### src/rtl/itp_pkg.sv
package itp_pkg;

	// Most results one item can cause; the stack never holds more entries.
	localparam int MAX_RESULTS = 16;

	localparam int CODE_W = 3;
	localparam int RANK_W = 3;

	// Operator codes held on the stack
	localparam logic [CODE_W-1:0] CODE_LPAR  = 3'd0;
	localparam logic [CODE_W-1:0] CODE_PLUS  = 3'd1;
	localparam logic [CODE_W-1:0] CODE_MINUS = 3'd2;
	localparam logic [CODE_W-1:0] CODE_MUL   = 3'd3;
	localparam logic [CODE_W-1:0] CODE_DIV   = 3'd4;
	localparam logic [CODE_W-1:0] CODE_POW   = 3'd5;

	// Characters
	localparam logic [7:0] CH_LPAR  = 8'h28;
	localparam logic [7:0] CH_RPAR  = 8'h29;
	localparam logic [7:0] CH_MUL   = 8'h2A;
	localparam logic [7:0] CH_PLUS  = 8'h2B;
	localparam logic [7:0] CH_MINUS = 8'h2D;
	localparam logic [7:0] CH_DIV   = 8'h2F;
	localparam logic [7:0] CH_POW   = 8'h5E;
	localparam logic [7:0] CH_UP_A  = 8'h41;
	localparam logic [7:0] CH_UP_Z  = 8'h5A;
	localparam logic [7:0] CH_LO_A  = 8'h61;
	localparam logic [7:0] CH_LO_Z  = 8'h7A;
	localparam logic [7:0] CH_NONE  = 8'h00;

	// One result word headed for the output register
	typedef struct packed {
		logic       vld;
		logic [7:0] chr;
		logic       has;
		logic       last;
		logic       ovf;
	} res_t;

	// Sequencer status seen by the top level
	typedef struct packed {
		logic pend_vld;
		logic ovf;
	} stat_t;

	function automatic logic is_letter(input logic [7:0] s);
		return s inside {[CH_UP_A:CH_UP_Z], [CH_LO_A:CH_LO_Z]};
	endfunction

	function automatic logic is_oper(input logic [7:0] s);
		return s inside {CH_PLUS, CH_MINUS, CH_MUL, CH_DIV, CH_POW};
	endfunction

	function automatic logic [CODE_W-1:0] oper_code(input logic [7:0] s);
		logic [CODE_W-1:0] c;
		case (s)
			CH_PLUS:  c = CODE_PLUS;
			CH_MINUS: c = CODE_MINUS;
			CH_MUL:   c = CODE_MUL;
			CH_DIV:   c = CODE_DIV;
			CH_POW:   c = CODE_POW;
			default:  c = CODE_LPAR;
		endcase
		return c;
	endfunction

	function automatic logic [7:0] code_char(input logic [CODE_W-1:0] c);
		logic [7:0] ch;
		case (c)
			CODE_LPAR:  ch = CH_LPAR;
			CODE_PLUS:  ch = CH_PLUS;
			CODE_MINUS: ch = CH_MINUS;
			CODE_MUL:   ch = CH_MUL;
			CODE_DIV:   ch = CH_DIV;
			CODE_POW:   ch = CH_POW;
			default:    ch = CH_NONE;
		endcase
		return ch;
	endfunction

	function automatic logic [RANK_W-1:0] code_rank(input logic [CODE_W-1:0] c);
		logic [RANK_W-1:0] r;
		case (c)
			CODE_PLUS, CODE_MINUS: r = 3'd2;
			CODE_MUL, CODE_DIV:    r = 3'd4;
			CODE_POW:              r = 3'd5;
			default:               r = 3'd0;
		endcase
		return r;
	endfunction

endpackage

### src/rtl/itp_in_if.sv
interface itp_in_if;
	logic       valid;
	logic       ready;
	logic [7:0] symbol;
	logic       end_of_expr;

	modport source (output valid, output symbol, output end_of_expr, input ready);
	modport sink (input valid, input symbol, input end_of_expr, output ready);
endinterface

### src/rtl/itp_out_if.sv
interface itp_out_if;
	logic       valid;
	logic       ready;
	logic [7:0] out_char;
	logic       has_char;
	logic       run_last;
	logic       overflow;

	modport source (output valid, output out_char, output has_char, output run_last,
		output overflow, input ready);
	modport sink (input valid, input out_char, input has_char, input run_last,
		input overflow, output ready);
endinterface

### src/rtl/itp_ram.sv
module itp_ram #(
	parameter int WIDTH = 3,
	parameter int DEPTH = 16
) (
	input  logic                     clk,
	input  logic                     we,
	input  logic [$clog2(DEPTH)-1:0] waddr,
	input  logic [WIDTH-1:0]         wdata,
	input  logic                     re,
	input  logic [$clog2(DEPTH)-1:0] raddr,
	output logic [WIDTH-1:0]         rdata
);

	logic [WIDTH-1:0] mem_q [DEPTH];
	logic [WIDTH-1:0] rdata_q;

	// Read data holds until the next read
	always_ff @(posedge clk) begin
		if (we)
			mem_q[waddr] <= wdata;
		if (re)
			rdata_q <= mem_q[raddr];
	end

	assign rdata = rdata_q;

endmodule

### src/rtl/itp_seq.sv
module itp_seq #(
	parameter int CAP    = 16,
	parameter int CNT_W  = 5,
	parameter int ADDR_W = 4
) (
	input  logic                      clk,
	input  logic                      arst_n,
	input  logic                      in_valid,
	output logic                      in_ready,
	input  logic [7:0]                symbol,
	input  logic                      end_of_expr,
	input  logic                      out_free,
	output itp_pkg::res_t             res,
	output itp_pkg::stat_t            stat,
	output logic                      ram_we,
	output logic [ADDR_W-1:0]         ram_waddr,
	output logic [itp_pkg::CODE_W-1:0] ram_wdata,
	output logic                      ram_re,
	output logic [ADDR_W-1:0]         ram_raddr,
	input  logic [itp_pkg::CODE_W-1:0] ram_rdata
);

	import itp_pkg::*;

	localparam logic [1:0] S_IDLE = 2'd0;
	localparam logic [1:0] S_POP  = 2'd1;
	localparam logic [1:0] S_FIN  = 2'd2;

	localparam logic [1:0] M_FLUSH = 2'd0;
	localparam logic [1:0] M_OP    = 2'd1;
	localparam logic [1:0] M_CLOSE = 2'd2;

	localparam logic [CNT_W-1:0] CNT_CAP = CNT_W'(CAP);
	localparam logic [CNT_W-1:0] CNT_ONE = CNT_W'(1);
	localparam logic [CNT_W-1:0] CNT_TWO = CNT_W'(2);

	logic [1:0]        state_q, state_d;
	logic [1:0]        mode_q, mode_d;
	logic [CNT_W-1:0]  cnt_q, cnt_d;
	logic              ovf_q, ovf_d;
	logic [CODE_W-1:0] opc_q, opc_d;
	logic              pend_vld_q, pend_vld_d;
	logic [7:0]        pend_chr_q, pend_chr_d;

	logic [CNT_W-1:0]  cnt_m1, cnt_m2;
	logic              pop_emit;

	assign cnt_m1 = cnt_q - CNT_ONE;
	assign cnt_m2 = cnt_q - CNT_TWO;

	// Does the entry just read leave the stack as an output character?
	always_comb begin
		case (mode_q)
			M_FLUSH: pop_emit = 1'b1;
			M_OP:    pop_emit = (code_rank(ram_rdata) >= code_rank(opc_q));
			M_CLOSE: pop_emit = (ram_rdata != CODE_LPAR);
			default: pop_emit = 1'b0;
		endcase
	end

	always_comb begin
		state_d    = state_q;
		mode_d     = mode_q;
		cnt_d      = cnt_q;
		ovf_d      = ovf_q;
		opc_d      = opc_q;
		pend_vld_d = pend_vld_q;
		pend_chr_d = pend_chr_q;
		ram_we     = 1'b0;
		ram_waddr  = cnt_q[ADDR_W-1:0];
		ram_wdata  = opc_q;
		ram_re     = 1'b0;
		ram_raddr  = cnt_m1[ADDR_W-1:0];
		res        = '0;
		in_ready   = 1'b0;

		case (state_q)
			S_IDLE: begin
				in_ready = out_free;
				if (in_valid && out_free) begin
					if (end_of_expr) begin
						if (cnt_q == '0) begin
							res.vld  = 1'b1;
							res.last = 1'b1;
							res.ovf  = ovf_q;
						end else begin
							ram_re  = 1'b1;
							mode_d  = M_FLUSH;
							state_d = S_POP;
						end
					end else if (is_letter(symbol)) begin
						res.vld  = 1'b1;
						res.chr  = symbol;
						res.has  = 1'b1;
						res.last = 1'b1;
						res.ovf  = ovf_q;
					end else if (is_oper(symbol)) begin
						opc_d = oper_code(symbol);
						if (cnt_q == '0) begin
							ram_we    = 1'b1;
							ram_wdata = oper_code(symbol);
							cnt_d     = cnt_q + CNT_ONE;
						end else begin
							ram_re  = 1'b1;
							mode_d  = M_OP;
							state_d = S_POP;
						end
					end else if (symbol == CH_LPAR) begin
						if (cnt_q == CNT_CAP) begin
							ovf_d = 1'b1;
						end else begin
							ram_we    = 1'b1;
							ram_wdata = CODE_LPAR;
							cnt_d     = cnt_q + CNT_ONE;
						end
					end else if (symbol == CH_RPAR && cnt_q != '0) begin
						ram_re  = 1'b1;
						mode_d  = M_CLOSE;
						state_d = S_POP;
					end
				end
			end
			S_POP: begin
				if (pop_emit) begin
					// the held character is not last: another one follows
					if (!pend_vld_q || out_free) begin
						if (pend_vld_q) begin
							res.vld = 1'b1;
							res.chr = pend_chr_q;
							res.has = 1'b1;
							res.ovf = ovf_q;
						end
						pend_vld_d = 1'b1;
						pend_chr_d = code_char(ram_rdata);
						cnt_d      = cnt_m1;
						if (cnt_m1 != '0) begin
							ram_re    = 1'b1;
							ram_raddr = cnt_m2[ADDR_W-1:0];
						end else begin
							state_d = S_FIN;
						end
					end
				end else begin
					// drop the matching open parenthesis
					if (mode_q == M_CLOSE)
						cnt_d = cnt_m1;
					state_d = S_FIN;
				end
			end
			S_FIN: begin
				if (!pend_vld_q || out_free) begin
					if (pend_vld_q) begin
						res.vld  = 1'b1;
						res.chr  = pend_chr_q;
						res.has  = 1'b1;
						res.last = 1'b1;
						res.ovf  = ovf_q;
					end
					pend_vld_d = 1'b0;
					if (mode_q == M_OP) begin
						if (cnt_q == CNT_CAP) begin
							ovf_d = 1'b1;
						end else begin
							ram_we = 1'b1;
							cnt_d  = cnt_q + CNT_ONE;
						end
					end
					state_d = S_IDLE;
				end
			end
			default: state_d = S_IDLE;
		endcase
	end

	always_ff @(posedge clk or negedge arst_n) begin
		if (!arst_n) begin
			state_q    <= S_IDLE;
			mode_q     <= M_FLUSH;
			cnt_q      <= '0;
			ovf_q      <= 1'b0;
			pend_vld_q <= 1'b0;
		end else begin
			state_q    <= state_d;
			mode_q     <= mode_d;
			cnt_q      <= cnt_d;
			ovf_q      <= ovf_d;
			pend_vld_q <= pend_vld_d;
		end
	end

	always_ff @(posedge clk) begin
		opc_q      <= opc_d;
		pend_chr_q <= pend_chr_d;
	end

	assign stat.pend_vld = pend_vld_q;
	assign stat.ovf      = ovf_q;

endmodule

### src/rtl/infix_to_postfix_converter_top.sv
// Infix to postfix converter (shunting yard, all operators left associative).
//
// in_ch  : one infix character per word (symbol), or an end word (end_of_expr = 1)
//          that flushes the operator stack.
// out_ch : postfix characters. run_last marks the last word caused by one input
//          word; has_char = 0 marks the single word sent for a flush of an empty
//          stack. overflow is the sticky flag of a push dropped on a full stack.
//
// Sequence: a letter or an end word on an empty stack is taken and its word shows
// on out_ch the next cycle. An item that pops stack entries is taken and starts the
// stack read, then pops one entry per step (one RAM read per cycle while out_ch does
// not stall), then finishes (and pushes an operator). If it stops at an entry it keeps
// (a lower operator or the matching '('), one more step goes to that entry. No new
// item is taken until the sequencer is back in idle. Each popped character is held
// until the next entry is examined, so that run_last is known when it leaves.
//
// Reset clears the stack pointer, the overflow flag and the output valid bit;
// the stack RAM and the output payload are not cleared. If out_ch stalls, the converter holds in
// place and in_ch is not ready until the output register can take a new word.
module infix_to_postfix_converter_top #(
	parameter int STACK_DEPTH = 16
) (
	input  logic    clk,
	input  logic    arst_n,
	itp_in_if.sink  in_ch,
	itp_out_if.source out_ch
);

	import itp_pkg::*;

	// Capacity is clamped so that no word causes more than MAX_RESULTS results
	localparam int CAP    = (STACK_DEPTH > MAX_RESULTS) ? MAX_RESULTS : STACK_DEPTH;
	localparam int CNT_W  = $clog2(CAP + 1);
	localparam int ADDR_W = $clog2(CAP);

	res_t  res;
	stat_t stat;
	logic  out_free;

	logic              ram_we;
	logic [ADDR_W-1:0] ram_waddr;
	logic [CODE_W-1:0] ram_wdata;
	logic              ram_re;
	logic [ADDR_W-1:0] ram_raddr;
	logic [CODE_W-1:0] ram_rdata;

	// Output register
	logic       out_vld_q;
	logic [7:0] out_chr_q;
	logic       out_has_q;
	logic       out_last_q;
	logic       out_ovf_q;

	// A new word may be loaded when the register is empty or drains this cycle
	assign out_free = !out_vld_q || out_ch.ready;

	// Operator stack storage
	itp_ram #(
		.WIDTH (CODE_W),
		.DEPTH (CAP)
	) u_stack_ram (
		.clk   (clk),
		.we    (ram_we),
		.waddr (ram_waddr),
		.wdata (ram_wdata),
		.re    (ram_re),
		.raddr (ram_raddr),
		.rdata (ram_rdata)
	);

	// Stack pointer and pop/push sequencer
	itp_seq #(
		.CAP    (CAP),
		.CNT_W  (CNT_W),
		.ADDR_W (ADDR_W)
	) u_seq (
		.clk         (clk),
		.arst_n      (arst_n),
		.in_valid    (in_ch.valid),
		.in_ready    (in_ch.ready),
		.symbol      (in_ch.symbol),
		.end_of_expr (in_ch.end_of_expr),
		.out_free    (out_free),
		.res         (res),
		.stat        (stat),
		.ram_we      (ram_we),
		.ram_waddr   (ram_waddr),
		.ram_wdata   (ram_wdata),
		.ram_re      (ram_re),
		.ram_raddr   (ram_raddr),
		.ram_rdata   (ram_rdata)
	);

	// Load a word from the sequencer, or drop the word the sink just took
	always_ff @(posedge clk or negedge arst_n) begin
		if (!arst_n) begin
			out_vld_q <= 1'b0;
		end else if (res.vld) begin
			out_vld_q <= 1'b1;
		end else if (out_ch.ready) begin
			out_vld_q <= 1'b0;
		end
	end

	// Payload needs no reset
	always_ff @(posedge clk) begin
		if (res.vld) begin
			out_chr_q  <= res.chr;
			out_has_q  <= res.has;
			out_last_q <= res.last;
			out_ovf_q  <= res.ovf;
		end
	end

	assign out_ch.valid    = out_vld_q;
	assign out_ch.out_char = out_chr_q;
	assign out_ch.has_char = out_has_q;
	assign out_ch.run_last = out_last_q;
	assign out_ch.overflow = out_ovf_q;

`ifndef ASSERT_OFF
	// No popped character may be left behind when a new word is taken
	assert property (@(posedge clk) disable iff (!arst_n)
		in_ch.ready |-> !stat.pend_vld)
		else $error("held character left over when accepting a new word");

	// The stack RAM is never written and read in the same cycle
	assert property (@(posedge clk) disable iff (!arst_n)
		!(ram_we && ram_re))
		else $error("stack RAM written and read in one cycle");

	// Overflow flag is sticky
	assert property (@(posedge clk) disable iff (!arst_n)
		stat.ovf |=> stat.ovf)
		else $error("overflow flag cleared");

	// The empty flush marker is always last and carries no character
	assert property (@(posedge clk) disable iff (!arst_n)
		out_ch.valid && !out_ch.has_char |-> out_ch.run_last && out_ch.out_char == CH_NONE)
		else $error("malformed empty flush marker");
`endif

endmodule
### src/flat_wrapper.sv
// flat-port wrapper written by rule: the top's interface ports become plain ports
module infix_to_postfix_converter_top_flat import itp_pkg::*;
#(
	parameter int STACK_DEPTH = 16
)
  (clk, arst_n, in_ch_valid, in_ch_symbol, in_ch_end_of_expr, in_ch_ready, out_ch_valid, out_ch_out_char, out_ch_has_char, out_ch_run_last, out_ch_overflow, out_ch_ready);
  itp_in_if in_ch_i ();
  itp_out_if out_ch_i ();
  input  logic clk;
  input  logic arst_n;
  input wire logic [$bits(in_ch_i.valid)-1:0] in_ch_valid;
  input wire logic [$bits(in_ch_i.symbol)-1:0] in_ch_symbol;
  input wire logic [$bits(in_ch_i.end_of_expr)-1:0] in_ch_end_of_expr;
  output wire logic [$bits(in_ch_i.ready)-1:0] in_ch_ready;
  output wire logic [$bits(out_ch_i.valid)-1:0] out_ch_valid;
  output wire logic [$bits(out_ch_i.out_char)-1:0] out_ch_out_char;
  output wire logic [$bits(out_ch_i.has_char)-1:0] out_ch_has_char;
  output wire logic [$bits(out_ch_i.run_last)-1:0] out_ch_run_last;
  output wire logic [$bits(out_ch_i.overflow)-1:0] out_ch_overflow;
  input wire logic [$bits(out_ch_i.ready)-1:0] out_ch_ready;
  assign in_ch_i.valid = in_ch_valid;
  assign in_ch_i.symbol = in_ch_symbol;
  assign in_ch_i.end_of_expr = in_ch_end_of_expr;
  assign in_ch_ready = in_ch_i.ready;
  assign out_ch_valid = out_ch_i.valid;
  assign out_ch_out_char = out_ch_i.out_char;
  assign out_ch_has_char = out_ch_i.has_char;
  assign out_ch_run_last = out_ch_i.run_last;
  assign out_ch_overflow = out_ch_i.overflow;
  assign out_ch_i.ready = out_ch_ready;
  infix_to_postfix_converter_top #(.STACK_DEPTH(STACK_DEPTH)) u_core (.clk(clk), .arst_n(arst_n), .in_ch(in_ch_i), .out_ch(out_ch_i));
endmodule
### config.mk
export PLATFORM = sky130hd
export DESIGN_NAME = infix_to_postfix_converter_top_flat
export DESIGN_NICKNAME = d
export VERILOG_FILES = /design/src/rtl/itp_pkg.sv /design/src/rtl/itp_in_if.sv /design/src/rtl/itp_out_if.sv /design/src/rtl/itp_ram.sv /design/src/rtl/itp_seq.sv /design/src/rtl/infix_to_postfix_converter_top.sv /design/src/flat_wrapper.sv
export SDC_FILE = /design/constraint.sdc
export NUM_CORES = 1
export LEC_CHECK = 0
export BUFFER_PORTS_ARGS = -buffer_cell sky130_fd_sc_hd__clkbuf_2
export CORE_MARGIN = 2
export CORE_UTILIZATION = 42
export CTS_BUF_LIST = sky130_fd_sc_hd__clkbuf_4 sky130_fd_sc_hd__clkbuf_8
export CTS_CLUSTER_DIAMETER = 120
export CTS_CLUSTER_SIZE = 8
export DETAILED_ROUTE_END_ITERATION = 8
export SLEW_MARGIN = 20
export SYNTH_ARGS = -nofsm -noshare
export SYNTH_HDL_FRONTEND = slang
export SYNTH_SLANG_ARGS = --single-unit
### constraint.sdc
create_clock -name clk -period 4.6 [get_ports clk]
set_clock_uncertainty 0.05 [all_clocks]
set_input_delay 0.46 -clock clk [delete_from_list [all_inputs] [get_ports clk]]
set_output_delay 0.46 -clock clk [all_outputs]
set_load 0.05 [all_outputs]
[Word-level counts from Yosys, hierarchy flattened]
Memory sizes are Yosys's and may differ from the RTL's. A register that Yosys moved wholly into a read port is not among the register bits.
Cells that the tools add are included.
Word-level totals
  flip-flop bits (word level): 34
  latch bits: 0
  bits in writable memories: 48
  memory bits (read-only): 0
  input port bits: 13
  output and inout bits: 13
  memories kept: 1
Cells by class
  add/subtract/negate cells: 3
  $mul: 0
  div/mod/pow operators: 0
  magnitude comparators: 5
  eq/ne operators: 43
  shifts and indexed selects: 0
  multiplexer cells: 107
  bitwise logic cells: 2
  reductions and logical operators: 33
Memories
  u_core.u_stack_ram.mem_q: words 16, width 3, rd ports 1, clocked after memory_dff 1, wr ports 1, line itp_ram.sv:14  | logic [WIDTH-1:0] mem_q [DEPTH];
Operators by type and width (count)
  $mux 5: 12
  $eq 8x6->1 const B: 6
  $mux 12: 4
  $pmux 7 s6: 1
  $mux 2: 20
  $mux 1: 39
  $mux 10: 3
  $mux 3: 10
  $pmux 10 s3: 1
  $ne 2x2->1 const B: 12
  $ne 3x3->1 const B: 7
  $pmux 3 s3: 2
  $ge 8x7->1 const B: 2
  $le 8x7->1 const B: 2
  $mux 4: 4
  $pmux 3 s5: 1
  $pmux 5 s3: 1
  $reduce_bool 5->1: 3
  $reduce_and 7->1: 2
  $eq 3x2->1 const B: 4
  $eq 3x3->1 const B: 4
  $pmux 1 s2: 5
  $reduce_and 10->1: 1
  $mux 9: 1
  26 further kinds: 46

[Depth between registers and ports, before layout]
  depth after elaboration: 10
  depth in mapped cells: 15

[Cells and area by module]
From an unflattened synthesis, not the netlist that was laid out.
Unflattened totals
  cell total of the unflattened synthesis: 366
  area, all modules: 4494.3 µm²
By module, submodules not included
  itp_seq: instances 1, cells each 249, area an instance 2074.5 µm², sequential area each 545.5 µm²
  itp_ram: instances 1, cells each 103, area an instance 2042.0 µm², sequential area each 1531.5 µm²
  infix_to_postfix_converter_top: instances 1, cells each 14, area an instance 377.9 µm², sequential area each 355.3 µm²

[Least setup slack after synthesis]
Ideal clock, no wire load.
  path type: flip-flop to flip-flop
  start: register u_core.u_seq.cnt_q[0]
  end: register u_core.u_stack_ram.rdata_q[0], in the netlist u_core.u_stack_ram.rdata[0] (read register of u_core.u_stack_ram.mem_q) (data pin)
  library setup time: 265 ps
  arrival time: 3025 ps
  required time: 4285 ps
  path slack: 1260 ps
  stages on the path, launching flop included: 14
  path buffers: 3
  period minus slack after synthesis: 3340 ps
  cells stage by stage: dfrtp_1 buf_2 clkbuf_1 inv_1 ha_1 xor2_1 nor3b_2 and2_1 nand2b_4 buf_6 mux2_4 mux2_2 nand2_1 a31oi_1
On the way
  longest elaborated chain between the ends: 9
Ends and longest elaborated chain
  start: declaration: line itp_seq.sv:39  | logic [CNT_W-1:0] cnt_q, cnt_d;
  start signal: assignment: line itp_seq.sv:185  | cnt_q <= cnt_d;
  branches (longest 9 deep; another with $sub 5x1->5)
  end: declaration: line itp_ram.sv:15  | logic [WIDTH-1:0] rdata_q;
Several ways; the timed one is not identified.
A chain may end at the register's enable or synchronous reset.

[Worst setup path after layout]
  start: register u_core.u_stack_ram.rdata_q[1], in the netlist u_core.u_stack_ram.rdata[1] (read register of u_core.u_stack_ram.mem_q)
  end: register u_core.u_stack_ram.rdata_q[2], in the netlist u_core.u_stack_ram.rdata[2] (read register of u_core.u_stack_ram.mem_q) (data pin)
On the way
  longest elaborated chain between the ends: 8
Ends and longest elaborated chain
  $eq 3x3->1, or another cell as far along: line itp_pkg.sv:83  | case (c)
  $reduce_or 2->1: line itp_pkg.sv:83
  $pmux 3 s3: line itp_pkg.sv:83
  $mux 3: line itp_seq.sv:53  | case (mode_q)
  $ge 3x3->1: line itp_seq.sv:55  | M_OP: pop_emit = (code_rank(ram_rdata) >= code_rank(opc_q));
  $pmux 1 s3 (*): line itp_seq.sv:53
  $mux 1 or $mux 4 (tied branches): line itp_seq.sv:124  | if (pop_emit) begin
  $pmux 1 s2 or $mux 4 (tied branches): line itp_seq.sv:77  | case (state_q)
Every way passes the cells marked *; elsewhere a longest branch is shown, timed or not. The select of a mux whose other input is x is not followed.

==> reports/metrics.yaml <==
initial_core_util_pct: 43.0
dpl_worst_slack_ns: 1.07
dr.pass1.iters: 4
gp_congestion: 0.813
antenna_found_initial: 0
yosys_most_used_dff: "edfxtp_1"
grt_pass1_vias: 3293
cp-start-kind: "flop"
postRouteWirelength_um: 10500
hp-start: "in_ch_end_of_expr"
cts_resized: 0
clock.fmax_mhz: 283
relSlewSlack_pct: 44.9
nNetsFinal: 467
status: "complete, no violations"
leakage_nw: 2.04
instances_no_fill: 585
synthToLayoutAreaGrowth_pct: 7.98
reg2reg_to: "u_core.u_stack_ram.rdata[2]"
register_area_um2: 2430
vias: 3335
cts_hold_buf: 1
yosysUniqueCellTypes: 75
cp_slowest_cell: "and4_1"
ys_seq_area_share_pct: 49.6
viasPerCell: 5.70
grt-ovfl-total: 0
setup_ws_ns: 1.07
syn_area_per_cell_um2: 11.8
htree_levels: 3
clockBufferDepth: 2
num_rows: 39
cp_max_fo: 12
placed_cells: 569
wl_per_cell_um: 17.9
yosysTopAreaCellShare_pct: 43.4
nFillCells: 1055
clk_pin_slew_ns: 0.08
holdPathStages: 2
n_antenna_cell: 0
hold_violations: 0
place_hpwl_um: 7570
hp-class: "in2reg"
synthesis.area_um2: 4910
synth-seq-cells: 83
path_cells: "nor2b_1 -> and2_1 -> inv_1 -> ha_1 -> nor2b_1 -> o2111ai_2 -> and4_1 -> o21ai_0 -> a2bb2oi_2 -> and2b_1 -> a21boi_0 -> o2bb2ai_1"
clkSinkCount: 83
cp_top_family: "simple AND/OR/NAND/NOR gates"
multiInputGateArea_um2: 2290
maxCapViolCount: 0
crit_buf_inv: 1
drc: 0
insertion_delay_ns: 0.37
whs_ns: 0.325
period_minus_slack_ns: 3.53
ios: 26
endpoint_kind: "flop"
grt_max_degree: 34
required_ns: 4.68
cts-buffers-inserted: 9
synth_edf_count: 71
synthTopCellsByArea: "edfxtp_1, dfrtp_1, mux4_2"
worstSetupPathType: "reg2reg"
crit_path_max_incr_delay_ns: 0.56
hold_path_end: "u_core.u_seq.mode_q[0]"
r2r_setup_slack_ns: 1.07
finalCritPeriodShare_pct: 76.8
synth_cells: 417
grt_setup_unrepaired: "no"
grtUsageTotal_pct: 17.4
cpMostUsedCell: "nor2b_1"
core_area_um2: 11400
worst_slew_pin_slew_ns: 0.821
report.final.slew_viol_count: 0
ant_nets: 0
dieWidth_um: 112
cp.arrival_ns: 3.61
reg2reg_depth: 12
placed_cell_area_um2: 5130
ir_drop_mv: 0.304
dieArea_um2: 12600
cts_setup_buffers: 0
final_area_um2: 5300
rr_startpoint: "u_core.u_stack_ram.rdata[1]"
drive_gt1_share_pct: 19.9
ys_warn_count: 0
root_buffer: "clkbuf_8"
die_height_um: 112
grt_pass1_wl_um: 16800
power_density_nw_per_um2: 674
finalSetupTns_ns: 0
port_buffers: 25
finalSetupViolCount: 0
yosysTopAreaCell: "edfxtp_1"
async_reset_ff_share_pct: 14.5
drt_iter0_markers: 247
syn-num-nets: 446
tritoncts: "done"
## power breakdown
group	internal (W)	leakage (nW)	switching [W]
logic	0.000778	1.14	0.00117
clock network	0.000197	0.0850	0.000258
registers	0.00102	0.814	0.000150
## worst max-delay path by stage
stage / from / endpoint / slack [ns] / depth (start not counted)
5_1_grt: u_core.u_stack_ram.rdata[2] / u_core.u_stack_ram.rdata[2] / 0.68 / 12
3_5_place_dp: u_core.u_stack_ram.rdata[1] / u_core.u_stack_ram.rdata[2] / 1.07 / 12
2_1_floorplan: u_core.u_seq.cnt_q[0] / u_core.u_stack_ram.rdata[0] / 1.26 / 13
4_1_cts: u_core.u_stack_ram.rdata[1] / u_core.u_stack_ram.rdata[2] / 1.06 / 12
3_3_place_gp: u_core.u_stack_ram.rdata[1] / u_core.u_stack_ram.rdata[2] / 1.18 / 12
6_report: u_core.u_stack_ram.rdata[1] / u_core.u_stack_ram.rdata[2] / 1.07 / 12
## logic make-up after synthesis
family,synth area share [%]
xor+xnor,1.07
other cells,0.0764
compound gates,14.5
flops,49.6
buf+inv,3.70
fa+ha+maj,4.08
simple gates,15.7
mux,11.4
## metrics by stage
stage	total power (W)	utilization, %
after floorplan	0.00276	-
after global placement	0.00311	44.9
after detailed placement	0.00314	44.9
after CTS	0.00360	46.4
after global routing	0.00383	46.4
final	0.00357	46.4
## routing by layer
metal | vias to the layer above | GRT usage, % | part of all wire [%]
li1 | 1602 | - | -
met2 | 75 | 30.4 | 50
met5 | - | 0 | 0
met1 | 1647 | 20.6 | 43
met4 | 0 | 5.69 | 1.6
met3 | 11 | 5.02 | 5.2
## sequential cells by signal (all words and copies together), names as in the netlist, 2 cells and up
register                  cells
u_core.u_seq.mode_q           2
u_core.u_stack_ram.rdata      3
u_core.u_seq.state_q          2
u_core.u_seq.cnt_q            5
u_core.u_stack_ram.mem_q     48
u_core.u_seq.pend_chr_q       6
u_core.u_seq.opc_q            3
u_core.out_ch.out_char        8
## cell usage after synthesis (7+ instances only)
library cell  number
nand2_1           34
nor2_1            44
clkbuf_1           8
nand2b_1           7
mux4_2            12
inv_1             14
a21oi_1           14
o21ai_0           14
nand3_1            8
edfxtp_1          71
a31oi_1            8
ha_1              16
nor2b_1            7
dfrtp_1           12
mux2_2            10
mux2i_1           16
a22oi_1            8
## layout by cell type, fill, tap and decap left out, types with 4 or more instances in the layout
cell / count
a21o_1: 6
a21oi_1: 14
a22o_1: 6
a22oi_1: 8
a31oi_1: 8
and2_1: 6
and3_1: 4
buf_4: 6
clkbuf_2: 25
clkbuf_8: 9
dfrtp_1: 12
edfxtp_1: 71
ha_1: 16
inv_1: 14
mux2_2: 10
mux2i_1: 16
mux4_2: 12
nand2_1: 34
nand2_4: 4
nand2b_1: 7
nand3_1: 8
nor2_1: 44
nor2b_1: 7
nor3_1: 5
o21ai_0: 14
xnor2_1: 4
## layout make-up
class	instances	area share [%]
multi-input combinational	298	43.3
clock inverter	5	0.567
tap	143	3.38
inverter	14	0.992
sequential	83	45.9
timing repair buffer	32	3.40
clock buffer	10	2.48
No activity file was read; power rests on OpenSTA's default activity.
